## config.mk

```make
export PLATFORM = sky130hd
export DESIGN_NAME = lottery_scheduler_unit
export DESIGN_NICKNAME = d
export VERILOG_FILES = /design/src/hw/rtl/lsu_pkg.sv /design/src/hw/rtl/lottery_scheduler_unit.sv /design/src/hw/rtl/lsu_cell.sv /design/src/hw/rtl/lsu_mod.sv
export VERILOG_INCLUDE_DIRS = /design/src /design/src/hw/rtl
export SDC_FILE = /design/constraint.sdc
export NUM_CORES = 2
export LEC_CHECK = 0
export ABC_AREA = 1
export BUFFER_PORTS_ARGS = -buffer_cell sky130_fd_sc_hd__buf_2
export CAP_MARGIN = 25
export CORE_ASPECT_RATIO = 1.1
export CORE_MARGIN = 4
export CORE_UTILIZATION = 30
export DETAILED_ROUTE_END_ITERATION = 6
export GPL_TIMING_DRIVEN = 0
export PLACE_DENSITY = 0.43
export SETUP_SLACK_MARGIN = 0.02
export SKIP_LAST_GASP = 1
export SYNTH_ARGS = -nofsm -noshare
export SYNTH_HDL_FRONTEND = slang
export SYNTH_HIERARCHICAL = 1
export SYNTH_SLANG_ARGS = --single-unit
```

## constraint.sdc

```tcl
create_clock -name clk_i -period 5.75 [get_ports clk_i]
set_input_delay 0.575 -clock clk_i [delete_from_list [all_inputs] [get_ports clk_i]]
set_output_delay 0.575 -clock clk_i [all_outputs]
set_load 0.01 [all_outputs]
```

## src/hw/rtl/lottery_scheduler_unit_assert.svh

```systemverilog
// Assertion macros for the lottery scheduler unit.
`ifndef LOTTERY_SCHEDULER_UNIT_ASSERT_SVH
`define LOTTERY_SCHEDULER_UNIT_ASSERT_SVH

// Check a consequence in the same cycle as its cause.
`define LSU_ASSERT_NOW(lbl, ante, cons) \
  lbl: assert property (@(posedge clk_i) disable iff (!rst_ni) (ante) |-> (cons)) \
    else $error("lottery_scheduler_unit: same-cycle check failed");

// Check a consequence in the cycle after its cause.
`define LSU_ASSERT_NEXT(lbl, ante, cons) \
  lbl: assert property (@(posedge clk_i) disable iff (!rst_ni) (ante) |=> (cons)) \
    else $error("lottery_scheduler_unit: next-cycle check failed");

`endif

```

## src/hw/rtl/lsu_pkg.sv

```systemverilog
// Shared constants, codes and types of the lottery scheduler unit.
package lsu_pkg;

  // Table geometry
  localparam int unsigned MaxTasks   = 16;
  localparam int unsigned TicketBits = 10;
  localparam int unsigned CountW     = $clog2(MaxTasks + 1);
  localparam int unsigned TotalW     = $clog2(MaxTasks * ((1 << TicketBits) - 1) + 1);

  // Port field widths
  localparam int unsigned OpW        = 2;
  localparam int unsigned IdW        = 8;
  localparam int unsigned TicketInW  = 10;
  localparam int unsigned RandW      = 32;
  localparam int unsigned StatusW    = 2;
  localparam int unsigned TotalOutW  = 14;
  localparam int unsigned CountOutW  = 5;

  // Modulo unit step counter
  localparam int unsigned StepW      = $clog2(RandW + 1);

  typedef enum logic [OpW-1:0] {
    OpAdd    = OpW'(0),
    OpRemove = OpW'(1),
    OpPick   = OpW'(2)
  } op_e;

  typedef enum logic [StatusW-1:0] {
    StOk     = StatusW'(0),
    StFull   = StatusW'(1),
    StAbsent = StatusW'(2),
    StEmpty  = StatusW'(3)
  } status_e;

  typedef enum logic [1:0] {
    StateIdle,
    StateDivide,
    StateScan,
    StateFinish
  } state_e;

  // Token that walks the row of cells, one cell per cycle
  typedef struct packed {
    logic                  active;
    logic                  pick;
    logic [IdW-1:0]        key;
    logic                  found;
    logic [TicketBits-1:0] removed_tk;
    logic [TotalW-1:0]     residual;
    logic [IdW-1:0]        winner;
  } token_t;

endpackage

```

## src/hw/rtl/lottery_scheduler_unit.sv

```systemverilog
// Top level of the lottery scheduler unit: control, totals and the cell row.
//
//   channel  direction  handshake                    fields
//   request  in         in_valid_i / in_stall_o      operation, task_id, ticket_count, random_value
//   result   out        out_valid_o / out_stall_i    status, winner_id, ticket_total, task_count
//
// An add, a full-table add, an empty pick and an unused code go straight to the finish state.
// A remove goes to the scan state: the search token walks the whole cell row.
// A pick runs the bit-serial modulo unit first, then sends the token through the row.
// One request is in work at a time; the next is taken while a result waits in the
// output register. Reset empties the table at once; no clearing pass is needed.
module lottery_scheduler_unit (
  input  logic                         clk_i,
  input  logic                         rst_ni,
  input  logic                         in_valid_i,
  output logic                         in_stall_o,
  input  logic [lsu_pkg::OpW-1:0]       operation_i,
  input  logic [lsu_pkg::IdW-1:0]       task_id_i,
  input  logic [lsu_pkg::TicketInW-1:0] ticket_count_i,
  input  logic [lsu_pkg::RandW-1:0]     random_value_i,
  output logic                         out_valid_o,
  input  logic                         out_stall_i,
  output logic [lsu_pkg::StatusW-1:0]   status_o,
  output logic [lsu_pkg::IdW-1:0]       winner_id_o,
  output logic [lsu_pkg::TotalOutW-1:0] ticket_total_o,
  output logic [lsu_pkg::CountOutW-1:0] task_count_o
);
  import lsu_pkg::*;

  state_e                state_q, state_d;
  logic [CountW-1:0]     count_q, count_d;
  logic [TotalW-1:0]     total_q, total_d;
  status_e               res_status_q, res_status_d;
  logic [IdW-1:0]        res_winner_q, res_winner_d;
  logic                  out_valid_q, out_load;
  logic [StatusW-1:0]    out_status_q;
  logic [IdW-1:0]        out_winner_q;
  logic [TotalOutW-1:0]  out_total_q;
  logic [CountOutW-1:0]  out_count_q;
  logic                  in_acc, add_load, mod_start, mod_done;
  logic [TotalW-1:0]     mod_rem;
  logic [TicketBits-1:0] in_tk;
  token_t                inj, tail;
  token_t                chain [MaxTasks+1];
  logic [IdW-1:0]        cell_id [MaxTasks];
  logic [TicketBits-1:0] cell_tk [MaxTasks];

  assign in_stall_o = (state_q != StateIdle);
  assign in_acc     = in_valid_i && (state_q == StateIdle);
  assign in_tk      = TicketBits'(ticket_count_i);
  assign tail       = chain[MaxTasks];
  assign chain[0]   = inj;

  // Sequencer: next state, table totals and pending result
  always_comb begin
    state_d      = state_q;
    count_d      = count_q;
    total_d      = total_q;
    res_status_d = res_status_q;
    res_winner_d = res_winner_q;
    add_load     = 1'b0;
    mod_start    = 1'b0;
    out_load     = 1'b0;
    inj          = '0;
    unique case (state_q)
      StateIdle: begin
        if (in_acc) begin
          res_status_d = StOk;
          res_winner_d = '0;
          state_d      = StateFinish;
          unique case (op_e'(operation_i))
            OpAdd: begin
              if (count_q == CountW'(MaxTasks)) begin
                res_status_d = StFull;
              end else begin
                add_load = 1'b1;
                count_d  = count_q + CountW'(1);
                total_d  = total_q + TotalW'(in_tk);
              end
            end
            OpRemove: begin
              inj.active = 1'b1;
              inj.key    = task_id_i;
              state_d    = StateScan;
            end
            OpPick: begin
              if (total_q == '0) begin
                res_status_d = StEmpty;
              end else begin
                mod_start = 1'b1;
                state_d   = StateDivide;
              end
            end
            default: begin
            end
          endcase
        end
      end
      StateDivide: begin
        if (mod_done) begin
          inj.active   = 1'b1;
          inj.pick     = 1'b1;
          inj.residual = mod_rem;
          state_d      = StateScan;
        end
      end
      StateScan: begin
        if (tail.active) begin
          state_d = StateFinish;
          if (!tail.found) begin
            res_status_d = tail.pick ? StEmpty : StAbsent;
          end else if (tail.pick) begin
            res_winner_d = tail.winner;
          end else begin
            count_d = count_q - CountW'(1);
            total_d = total_q - TotalW'(tail.removed_tk);
          end
        end
      end
      StateFinish: begin
        if (!out_valid_q || !out_stall_i) begin
          out_load = 1'b1;
          state_d  = StateIdle;
        end
      end
      default: state_d = StateIdle;
    endcase
  end

  // Control state and output valid
  always_ff @(posedge clk_i or negedge rst_ni) begin
    if (!rst_ni) begin
      state_q      <= StateIdle;
      count_q      <= '0;
      total_q      <= '0;
      res_status_q <= StOk;
      res_winner_q <= '0;
      out_valid_q  <= 1'b0;
    end else begin
      state_q      <= state_d;
      count_q      <= count_d;
      total_q      <= total_d;
      res_status_q <= res_status_d;
      res_winner_q <= res_winner_d;
      if (out_load) begin
        out_valid_q <= 1'b1;
      end else if (!out_stall_i) begin
        out_valid_q <= 1'b0;
      end
    end
  end

  // Result register
  always_ff @(posedge clk_i) begin
    if (out_load) begin
      out_status_q <= res_status_q;
      out_winner_q <= res_winner_q;
      out_total_q  <= TotalOutW'(total_q);
      out_count_q  <= CountOutW'(count_q);
    end
  end

  assign out_valid_o    = out_valid_q;
  assign status_o       = out_status_q;
  assign winner_id_o    = out_winner_q;
  assign ticket_total_o = out_total_q;
  assign task_count_o   = out_count_q;

  // Reduce the draw modulo the ticket total
  lsu_mod u_mod (
    .clk_i      (clk_i),
    .rst_ni     (rst_ni),
    .start_i    (mod_start),
    .dividend_i (random_value_i),
    .divisor_i  (total_q),
    .done_o     (mod_done),
    .rem_o      (mod_rem)
  );

  // Row of table cells, token flowing from slot zero upward
  for (genvar k = 0; k < MaxTasks; k++) begin : g_cell
    logic [IdW-1:0]        nxt_id;
    logic [TicketBits-1:0] nxt_tk;

    if (k == MaxTasks - 1) begin : g_last
      assign nxt_id = cell_id[k];
      assign nxt_tk = cell_tk[k];
    end else begin : g_mid
      assign nxt_id = cell_id[k+1];
      assign nxt_tk = cell_tk[k+1];
    end

    lsu_cell u_cell (
      .clk_i     (clk_i),
      .rst_ni    (rst_ni),
      .live_i    (CountW'(k) < count_q),
      .load_i    (add_load && (count_q == CountW'(k))),
      .load_id_i (task_id_i),
      .load_tk_i (in_tk),
      .nxt_id_i  (nxt_id),
      .nxt_tk_i  (nxt_tk),
      .token_i   (chain[k]),
      .token_o   (chain[k+1]),
      .id_o      (cell_id[k]),
      .tk_o      (cell_tk[k])
    );
  end

  `include "lottery_scheduler_unit_assert.svh"

  `LSU_ASSERT_NOW(a_count_bound, 1'b1, count_q <= CountW'(MaxTasks))
  `LSU_ASSERT_NOW(a_empty_total, count_q == '0, total_q == '0)
  `LSU_ASSERT_NOW(a_mod_in_divide, mod_done, state_q == StateDivide)
  `LSU_ASSERT_NEXT(a_scan_ends, state_q == StateScan && tail.active, state_q == StateFinish)
  `LSU_ASSERT_NOW(a_winner_zero, out_valid_q && status_o != StOk, winner_id_o == '0)

endmodule

```

## src/hw/rtl/lsu_cell.sv

```systemverilog
// One table slot: holds a task and processes the passing search token.
module lsu_cell (
  input  logic                          clk_i,
  input  logic                          rst_ni,
  input  logic                          live_i,
  input  logic                          load_i,
  input  logic [lsu_pkg::IdW-1:0]        load_id_i,
  input  logic [lsu_pkg::TicketBits-1:0] load_tk_i,
  input  logic [lsu_pkg::IdW-1:0]        nxt_id_i,
  input  logic [lsu_pkg::TicketBits-1:0] nxt_tk_i,
  input  lsu_pkg::token_t               token_i,
  output lsu_pkg::token_t               token_o,
  output logic [lsu_pkg::IdW-1:0]        id_o,
  output logic [lsu_pkg::TicketBits-1:0] tk_o
);
  import lsu_pkg::*;

  logic [IdW-1:0]        id_q, id_d;
  logic [TicketBits-1:0] tk_q, tk_d;
  token_t                tok_q, tok_d;
  logic                  work, match, hit, shift;

  // Search, remove, pick and append step for this slot
  always_comb begin
    tok_d = token_i;
    id_d  = id_q;
    tk_d  = tk_q;
    work  = token_i.active && live_i && !token_i.found;
    match = work && !token_i.pick && (id_q == token_i.key);
    hit   = work && token_i.pick && (token_i.residual < TotalW'(tk_q));
    shift = token_i.active && live_i && !token_i.pick && (token_i.found || match);

    // Mark the first matching task and remember its tickets
    if (match) begin
      tok_d.found      = 1'b1;
      tok_d.removed_tk = tk_q;
    end

    // Claim the draw if it falls in this range, else advance past it
    if (hit) begin
      tok_d.found  = 1'b1;
      tok_d.winner = id_q;
    end else if (work && token_i.pick) begin
      tok_d.residual = token_i.residual - TotalW'(tk_q);
    end

    // Append a new task, or close the gap by taking the right neighbor
    if (load_i) begin
      id_d = load_id_i;
      tk_d = load_tk_i;
    end else if (shift) begin
      id_d = nxt_id_i;
      tk_d = nxt_tk_i;
    end
  end

  // Hand the token on to the next cell
  always_ff @(posedge clk_i or negedge rst_ni) begin
    if (!rst_ni) begin
      tok_q <= '0;
    end else begin
      tok_q <= tok_d;
    end
  end

  // Hold the slot contents
  always_ff @(posedge clk_i) begin
    id_q <= id_d;
    tk_q <= tk_d;
  end

  assign token_o = tok_q;
  assign id_o    = id_q;
  assign tk_o    = tk_q;

endmodule

```

## src/hw/rtl/lsu_mod.sv

```systemverilog
// Bit-serial modulo unit: one dividend bit per cycle.
module lsu_mod (
  input  logic                      clk_i,
  input  logic                      rst_ni,
  input  logic                      start_i,
  input  logic [lsu_pkg::RandW-1:0]  dividend_i,
  input  logic [lsu_pkg::TotalW-1:0] divisor_i,
  output logic                      done_o,
  output logic [lsu_pkg::TotalW-1:0] rem_o
);
  import lsu_pkg::*;

  logic              busy_q, done_q;
  logic [StepW-1:0]  cnt_q;
  logic [RandW-1:0]  num_q;
  logic [TotalW-1:0] rem_q, rem_step;
  logic [TotalW:0]   trial;

  // Shift in the next dividend bit and subtract when it fits
  always_comb begin
    trial = {rem_q, num_q[RandW-1]};
    if (trial >= {1'b0, divisor_i}) begin
      rem_step = TotalW'(trial - {1'b0, divisor_i});
    end else begin
      rem_step = trial[TotalW-1:0];
    end
  end

  // Step counter and completion pulse
  always_ff @(posedge clk_i or negedge rst_ni) begin
    if (!rst_ni) begin
      busy_q <= 1'b0;
      done_q <= 1'b0;
      cnt_q  <= '0;
    end else begin
      done_q <= 1'b0;
      if (start_i) begin
        busy_q <= 1'b1;
        cnt_q  <= StepW'(RandW);
      end else if (busy_q) begin
        cnt_q <= cnt_q - StepW'(1);
        if (cnt_q == StepW'(1)) begin
          busy_q <= 1'b0;
          done_q <= 1'b1;
        end
      end
    end
  end

  // Dividend and partial remainder
  always_ff @(posedge clk_i) begin
    if (start_i) begin
      num_q <= dividend_i;
      rem_q <= '0;
    end else if (busy_q) begin
      num_q <= num_q << 1;
      rem_q <= rem_step;
    end
  end

  assign done_o = done_q;
  assign rem_o  = rem_q;

endmodule
```

== Word-level counts from Yosys, hierarchy flattened ==
Index checks and enable logic that the tools add are counted.

* Add/subtract/negate cells: 21
* Magnitude comparators: 33
* Equal/unequal tests: 49
* Muxes and demuxes: 205
* Reduce and logical (&&, ||, !) cells: 215

{| class="wikitable"
|+ Operators by type and width
! operator !! number
|-
| $mux W14 || 39
|-
| $mux W8 || 53
|-
| $mux W10 || 30
|-
| $lt A14 B10 Y1 || 16
|-
| $sub A14 B10 Y14 || 16
|-
| $mux W11 || 16
|-
| $logic_and A1 B1 Y1 || 141
|-
| $eq A8 B8 Y1 || 16
|-
| $mux W32 || 2
|-
| $eq A5 B4 Y1 const B || 8
|-
| $lt A4 B5 Y1 const A || 8
|-
| $mux W1 || 39
|-
| $reduce_bool A2 Y1 || 18
|-
| $logic_not A1 Y1 || 33
|-
| $mux W5 || 6
|-
| $pmux W14 S2 || 1
|-
| $eq A5 B3 Y1 const B || 4
|-
| $lt A3 B5 Y1 const A || 4
|-
| $mux W2 || 10
|-
| $pmux W8 S2 || 1
|-
| $ge A15 B14 Y1 || 1
|-
| $logic_or A1 B1 Y1 || 15
|-
| $add A14 B10 Y14 || 1
|-
| $logic_not A14 Y1 || 1
|-
| other kinds (24) || 44
|}

* Flip-flop bits (word level): 1069
* Input port bits: 56
* Output and inout port bits: 31

== Depth between registers and ports, before layout ==
* Word-level depth: 10
* Mapped depth: 22
* Mapped depth without buffers: 22

== By module ==
Netlist, hierarchy kept.

{| class="wikitable"
|+ Modules (own cells, without submodules)
! module !! times used !! cells an instance !! area an instance (um^2)
|-
| lsu_cell (g_cell[2].u_cell ...) || 8 || 382 || 3161.8
|-
| lsu_cell (g_cell[0].u_cell ...) || 7 || 384 || 3175.5
|-
| lottery_scheduler_unit || 1 || 551 || 4065.1
|-
| lsu_mod || 1 || 439 || 3264.4
|-
| lsu_cell (g_cell[14].u_cell) || 1 || 389 || 3223.1
|}

== Worst setup path before layout ==
Ideal clock, no wire load.

* Path kind: reg-to-reg
* From: reg count_q[0]
* To: reg g_cell[11].u_cell.id_q[0], enable pin
* Library setup time: 0.375 ns
* Data arrival time: 2.495 ns
* Path slack: 2.880 ns
* Stages on the path, launching flop included: 12
* Path buffers: 2
* Period minus slack after synthesis: 2.870 ns
* Cell sequence: dfrtp_1 inv_1 ha_1 nand3_1 nand2_1 nor2_1 nand2_1 nor4_1 buf_2 clkinv_1 clkbuf_1 nand2_1

* Word-level cells in the longest chain between the ends: 8
* Elaborated cells between the ends (all ways): 16
* Those cells by class: order compare (1); eq/ne (2); mux (4); reduce/logical (9)

{| class="wikitable"
|+ Ends and longest elaborated chain
! what !! line !! source
|-
| start, declared || lottery_scheduler_unit.sv:31 || <nowiki>logic [CountW-1:0] count_q, count_d;</nowiki>
|-
| start signal, assigned || lottery_scheduler_unit.sv:141 || <nowiki>count_q <= count_d;</nowiki>
|-
| $lt A4 B5 Y1 || lottery_scheduler_unit.sv:196 || <nowiki>.live_i (CountW'(k) < count_q),</nowiki>
|-
| $logic_and A1 B1 Y1 || lsu_cell.sv:28, lsu_cell.sv:31 ||
|-
| $logic_and A1 B1 Y1 || lsu_cell.sv:28 || <nowiki>work = token_i.active && live_i && !token_i.found;</nowiki>
|-
| $logic_and A1 B1 Y1 (2 in series) || lsu_cell.sv:29 || <nowiki>match = work && !token_i.pick && (id_q == token_i.key);</nowiki>
|-
| $logic_or A1 B1 Y1 || lsu_cell.sv:31 || <nowiki>shift = token_i.active && live_i && !token_i.pick && (token_i.found || match);</nowiki>
|-
| $logic_and A1 B1 Y1 || lsu_cell.sv:31 ||
|-
| $reduce_bool A2 Y1 (no source line) (*) || n/a ||
|-
| end signal, assigned || lsu_cell.sv:68 || <nowiki>id_q <= id_d;</nowiki>
|-
| end, declared || lsu_cell.sv:18 || <nowiki>logic [IdW-1:0] id_q, id_d;</nowiki>
|}

Mark *: on every way between the ends. The rest lies on a longest branch, timed or not.
A chain may end at the register's enable or synchronous reset.

== Worst setup path after layout ==
* From: reg count_q[0]
* To: reg g_cell[15].u_cell.id_q[2], enable pin

* Word-level cells in the longest chain between the ends: 6
* Elaborated cells between the ends (all ways): 7
* Those cells by class: eq/ne (2); mux (4); reduce/logical (1)

{| class="wikitable"
|+ Ends and longest elaborated chain
! what !! line !! source
|-
| $eq A5 B5 Y1 || lottery_scheduler_unit.sv:73 || <nowiki>if (count_q == CountW'(MaxTasks)) begin</nowiki>
|-
| $mux W1 || lottery_scheduler_unit.sv:73 ||
|-
| $mux W1 || lottery_scheduler_unit.sv:71 || <nowiki>unique case (op_e'(operation_i))</nowiki>
|-
| $mux W1 || lottery_scheduler_unit.sv:67 || <nowiki>if (in_acc) begin</nowiki>
|-
| $mux W1 || lottery_scheduler_unit.sv:65 || <nowiki>unique case (state_q)</nowiki>
|-
| $logic_and A1 B1 Y1 (*) || lottery_scheduler_unit.sv:197 || <nowiki>.load_i (add_load && (count_q == CountW'(k))),</nowiki>
|-
| end signal, assigned || lsu_cell.sv:68 ||
|-
| end, declared || lsu_cell.sv:18 ||
|}

Marked as above.

==> flow_summary.toml <==
[clock_network]
clockBufferDepth = 3
cts-buffers-inserted = 131
cts_resized = 0
clk_latency_ps = 790
clkTransAtPathRegs_ps = 60
h-tree-depth = 4
clock-root-buffer = "clkbuf_16"
post_cts_buffers = 0
clock_sinks = 1069
cts_tree = "done"

[placed_design]
placed_cell_area_mm2 = 0.06090
gp_congestion = 0.8458
hpwlAfterDp_um = 134200
portBuffers = 86

[sta]
tightest_slew_ps = 1156
period_needed_ps = 4352
slew_headroom_pct = 22.94
finalSetupViolCount = 0
rsz0062_at_grt = "no"
fin_skew_ps = 32.51
whs_ps = 83.64
report.final.slew_viol_count = 0
fin_crit_sh_pct = 75.69
finalHoldViolations = 0
fmax_mhz = 229.8

[route]
post_drt_wl_per_cell_um = 17.85
wirelength_um = 176500
dr.pass1.iters = 5
via_per_inst = 4.486
drc = 0
vias = 44360
antenna_left = 0
initialDrtViolationCount = 2919

[critical_path]
critical_path_arrival_ps = 4760
startpoint_type = "register"
path_max_fanout = 18
startpoint = "count_q[0]$_DFFE_PN0P_"
worstPathRequired_ps = 6150
crit_type = "reg2reg"
cp-end-kind = "register"
rr_startpoint = "count_q[0]$_DFFE_PN0P_"

[cells_and_area]
final_nets = 7514
drive_gt1_share_pct = 10.31
final_core_util_pct = 34.73
area_growth_syn_to_layout_pct = 15.00
final_area_mm2 = 0.06545

[status]
outcome = "finished, final reports clean"

[yosys]
syn_avg_cell_area_um2 = 8.159
netlist_instances = 6976
yosys_warnings = 6
syn_area_mm2 = 0.05692

[die]
die-height_um = 464.8
rows = 167
die_x_um = 423.3
io_pins = 87
coreArea_mm2 = 0.1885
dieArea_mm2 = 0.1968
initial_core_util_pct = 30.20

[power_and_ir_drop]
powerDensity_mw_per_mm2 = 331.5
p_leak_nw = 32.93
vdd_drop_max_v = 0.0002548

[global_route]
gr-total-overflow = 0
grt_start_max_net_pins = 110
grt_pass1_wl_um = 271100
grt_pass1_vias = 44980
grt_use_total_pct = 17.85
antenna_found_initial = 10

[worst_hold_path]
hp-class = "in2reg"
min_from = "random_value_i[19]"

[run]
cap_violations = 0
==> cells in the final DEF, fill, tap and decap left out, drive strengths merged <==
master and count:
and2 3, dfxtp 14, o22ai 1, inv 806, nand4 75, clkinvlp 4, ha 201, nand2 2868
clkbuf 240, nand3 276, a21oi 165, a2bb2oi 1, diode 3, or2 12, a22oi 2, xor2 80
a211oi 1, o41ai 1, o21ai 427, dlygate4sd3 13, nand3b 15, nor2 656, buf 203, nor4 2
o21bai 6, dfrtp 706, conb 21, bufinv 7, a21boi 1, mux2i 1, and3 1, clkinv 67
edfxtp 349, xnor2 78, fa 18, nor3 26, a31oi 2, nor3b 1
==> layer usage <==
layer  share of wire, %  global-route usage [%]  vias up
li1                   -                       -    22390
met1                 44                   22.60    21050
met2                 50                   31.86      688
met3                3.3                   2.449      224
met4                2.2                   4.686        4
met5              0.016                       0        -
==> what timing repair did <==
item | CTS | global route
hold buffers | 13 | 0
endpoints found under the setup margin | 0 | 0
endpoints found under the hold margin | 59 | 0
==> report_power, final <==
group          switching, mW  internal [mW]
sequential             0.538           8.61
combinational           2.78           1.42
clock                   3.51           4.83
total                   6.83           14.9
==> stage by stage <==
stage               power (mW)  setup TNS (ps)  setup WS [ps]  cells
floorplan                12.02               0           2880   6996
global placement         13.44        -8296300         -12030   9617
detailed placement       13.50               0           1250   9628
CTS                      22.02               0           1220   9885
global route             22.98               0          967.5   9886
finish                   21.70               0           1398   9888
==> worst paths after layout <==
kind                                                            to  slack, ps  cells past startpoint
min in group asynchronous  g_cell[13].u_cell/token_o[10]$_DFF_PN0_        290                      2
hold / removal                           u_mod/num_q[19]$_DFFE_PP_         80                      3
hold reg to reg             g_cell[5].u_cell/token_o[42]$_DFF_PN0_        390                      0
max in group asynchronous   g_cell[4].u_cell/token_o[20]$_DFF_PN0_       3520                      5
setup / recovery               g_cell[15].u_cell/id_o[2]$_DFFE_PP_       1400                     11
setup reg to reg               g_cell[15].u_cell/id_o[2]$_DFFE_PP_       1400                     11
==> flip-flops by register name (all words and copies together), names as in the netlist, 8 cells and up <==
signal / flops
g_cell.u_cell/tk_o: 160
total_q: 14
u_mod/num_q: 32
res_winner_q: 8
g_cell.u_cell/id_o: 128
u_mod/rem_o: 14
winner_id_o: 8
ticket_total_o: 14
g_cell.u_cell/token_o: 666
==> cell type report <==
cell class | instances | area (um2)
clock buffers | 180 | 3642
repair buffers | 110 | 858.3
clock inverters | 64 | 769.5
plain buffers | 166 | 1111
fillers | 19870 | 123000
inverters | 820 | 3078
well taps | 2535 | 3172
diodes | 3 | 7.507
multi-input cells | 4941 | 24390
flip-flops and latches | 1069 | 28430
==> critical path, cell delays in order, from the launching register on <==
cell	delay, ps
dfrtp_1	660
inv_1	250
ha_1	280
nand3_1	110
nand2_1	80
nor2_1	240
inv_1	150
nor3_1	360
buf_2	370
clkinv_1	360
clkbuf_1	370
nand2_1	720
Power figures use the tool's default switching activity.
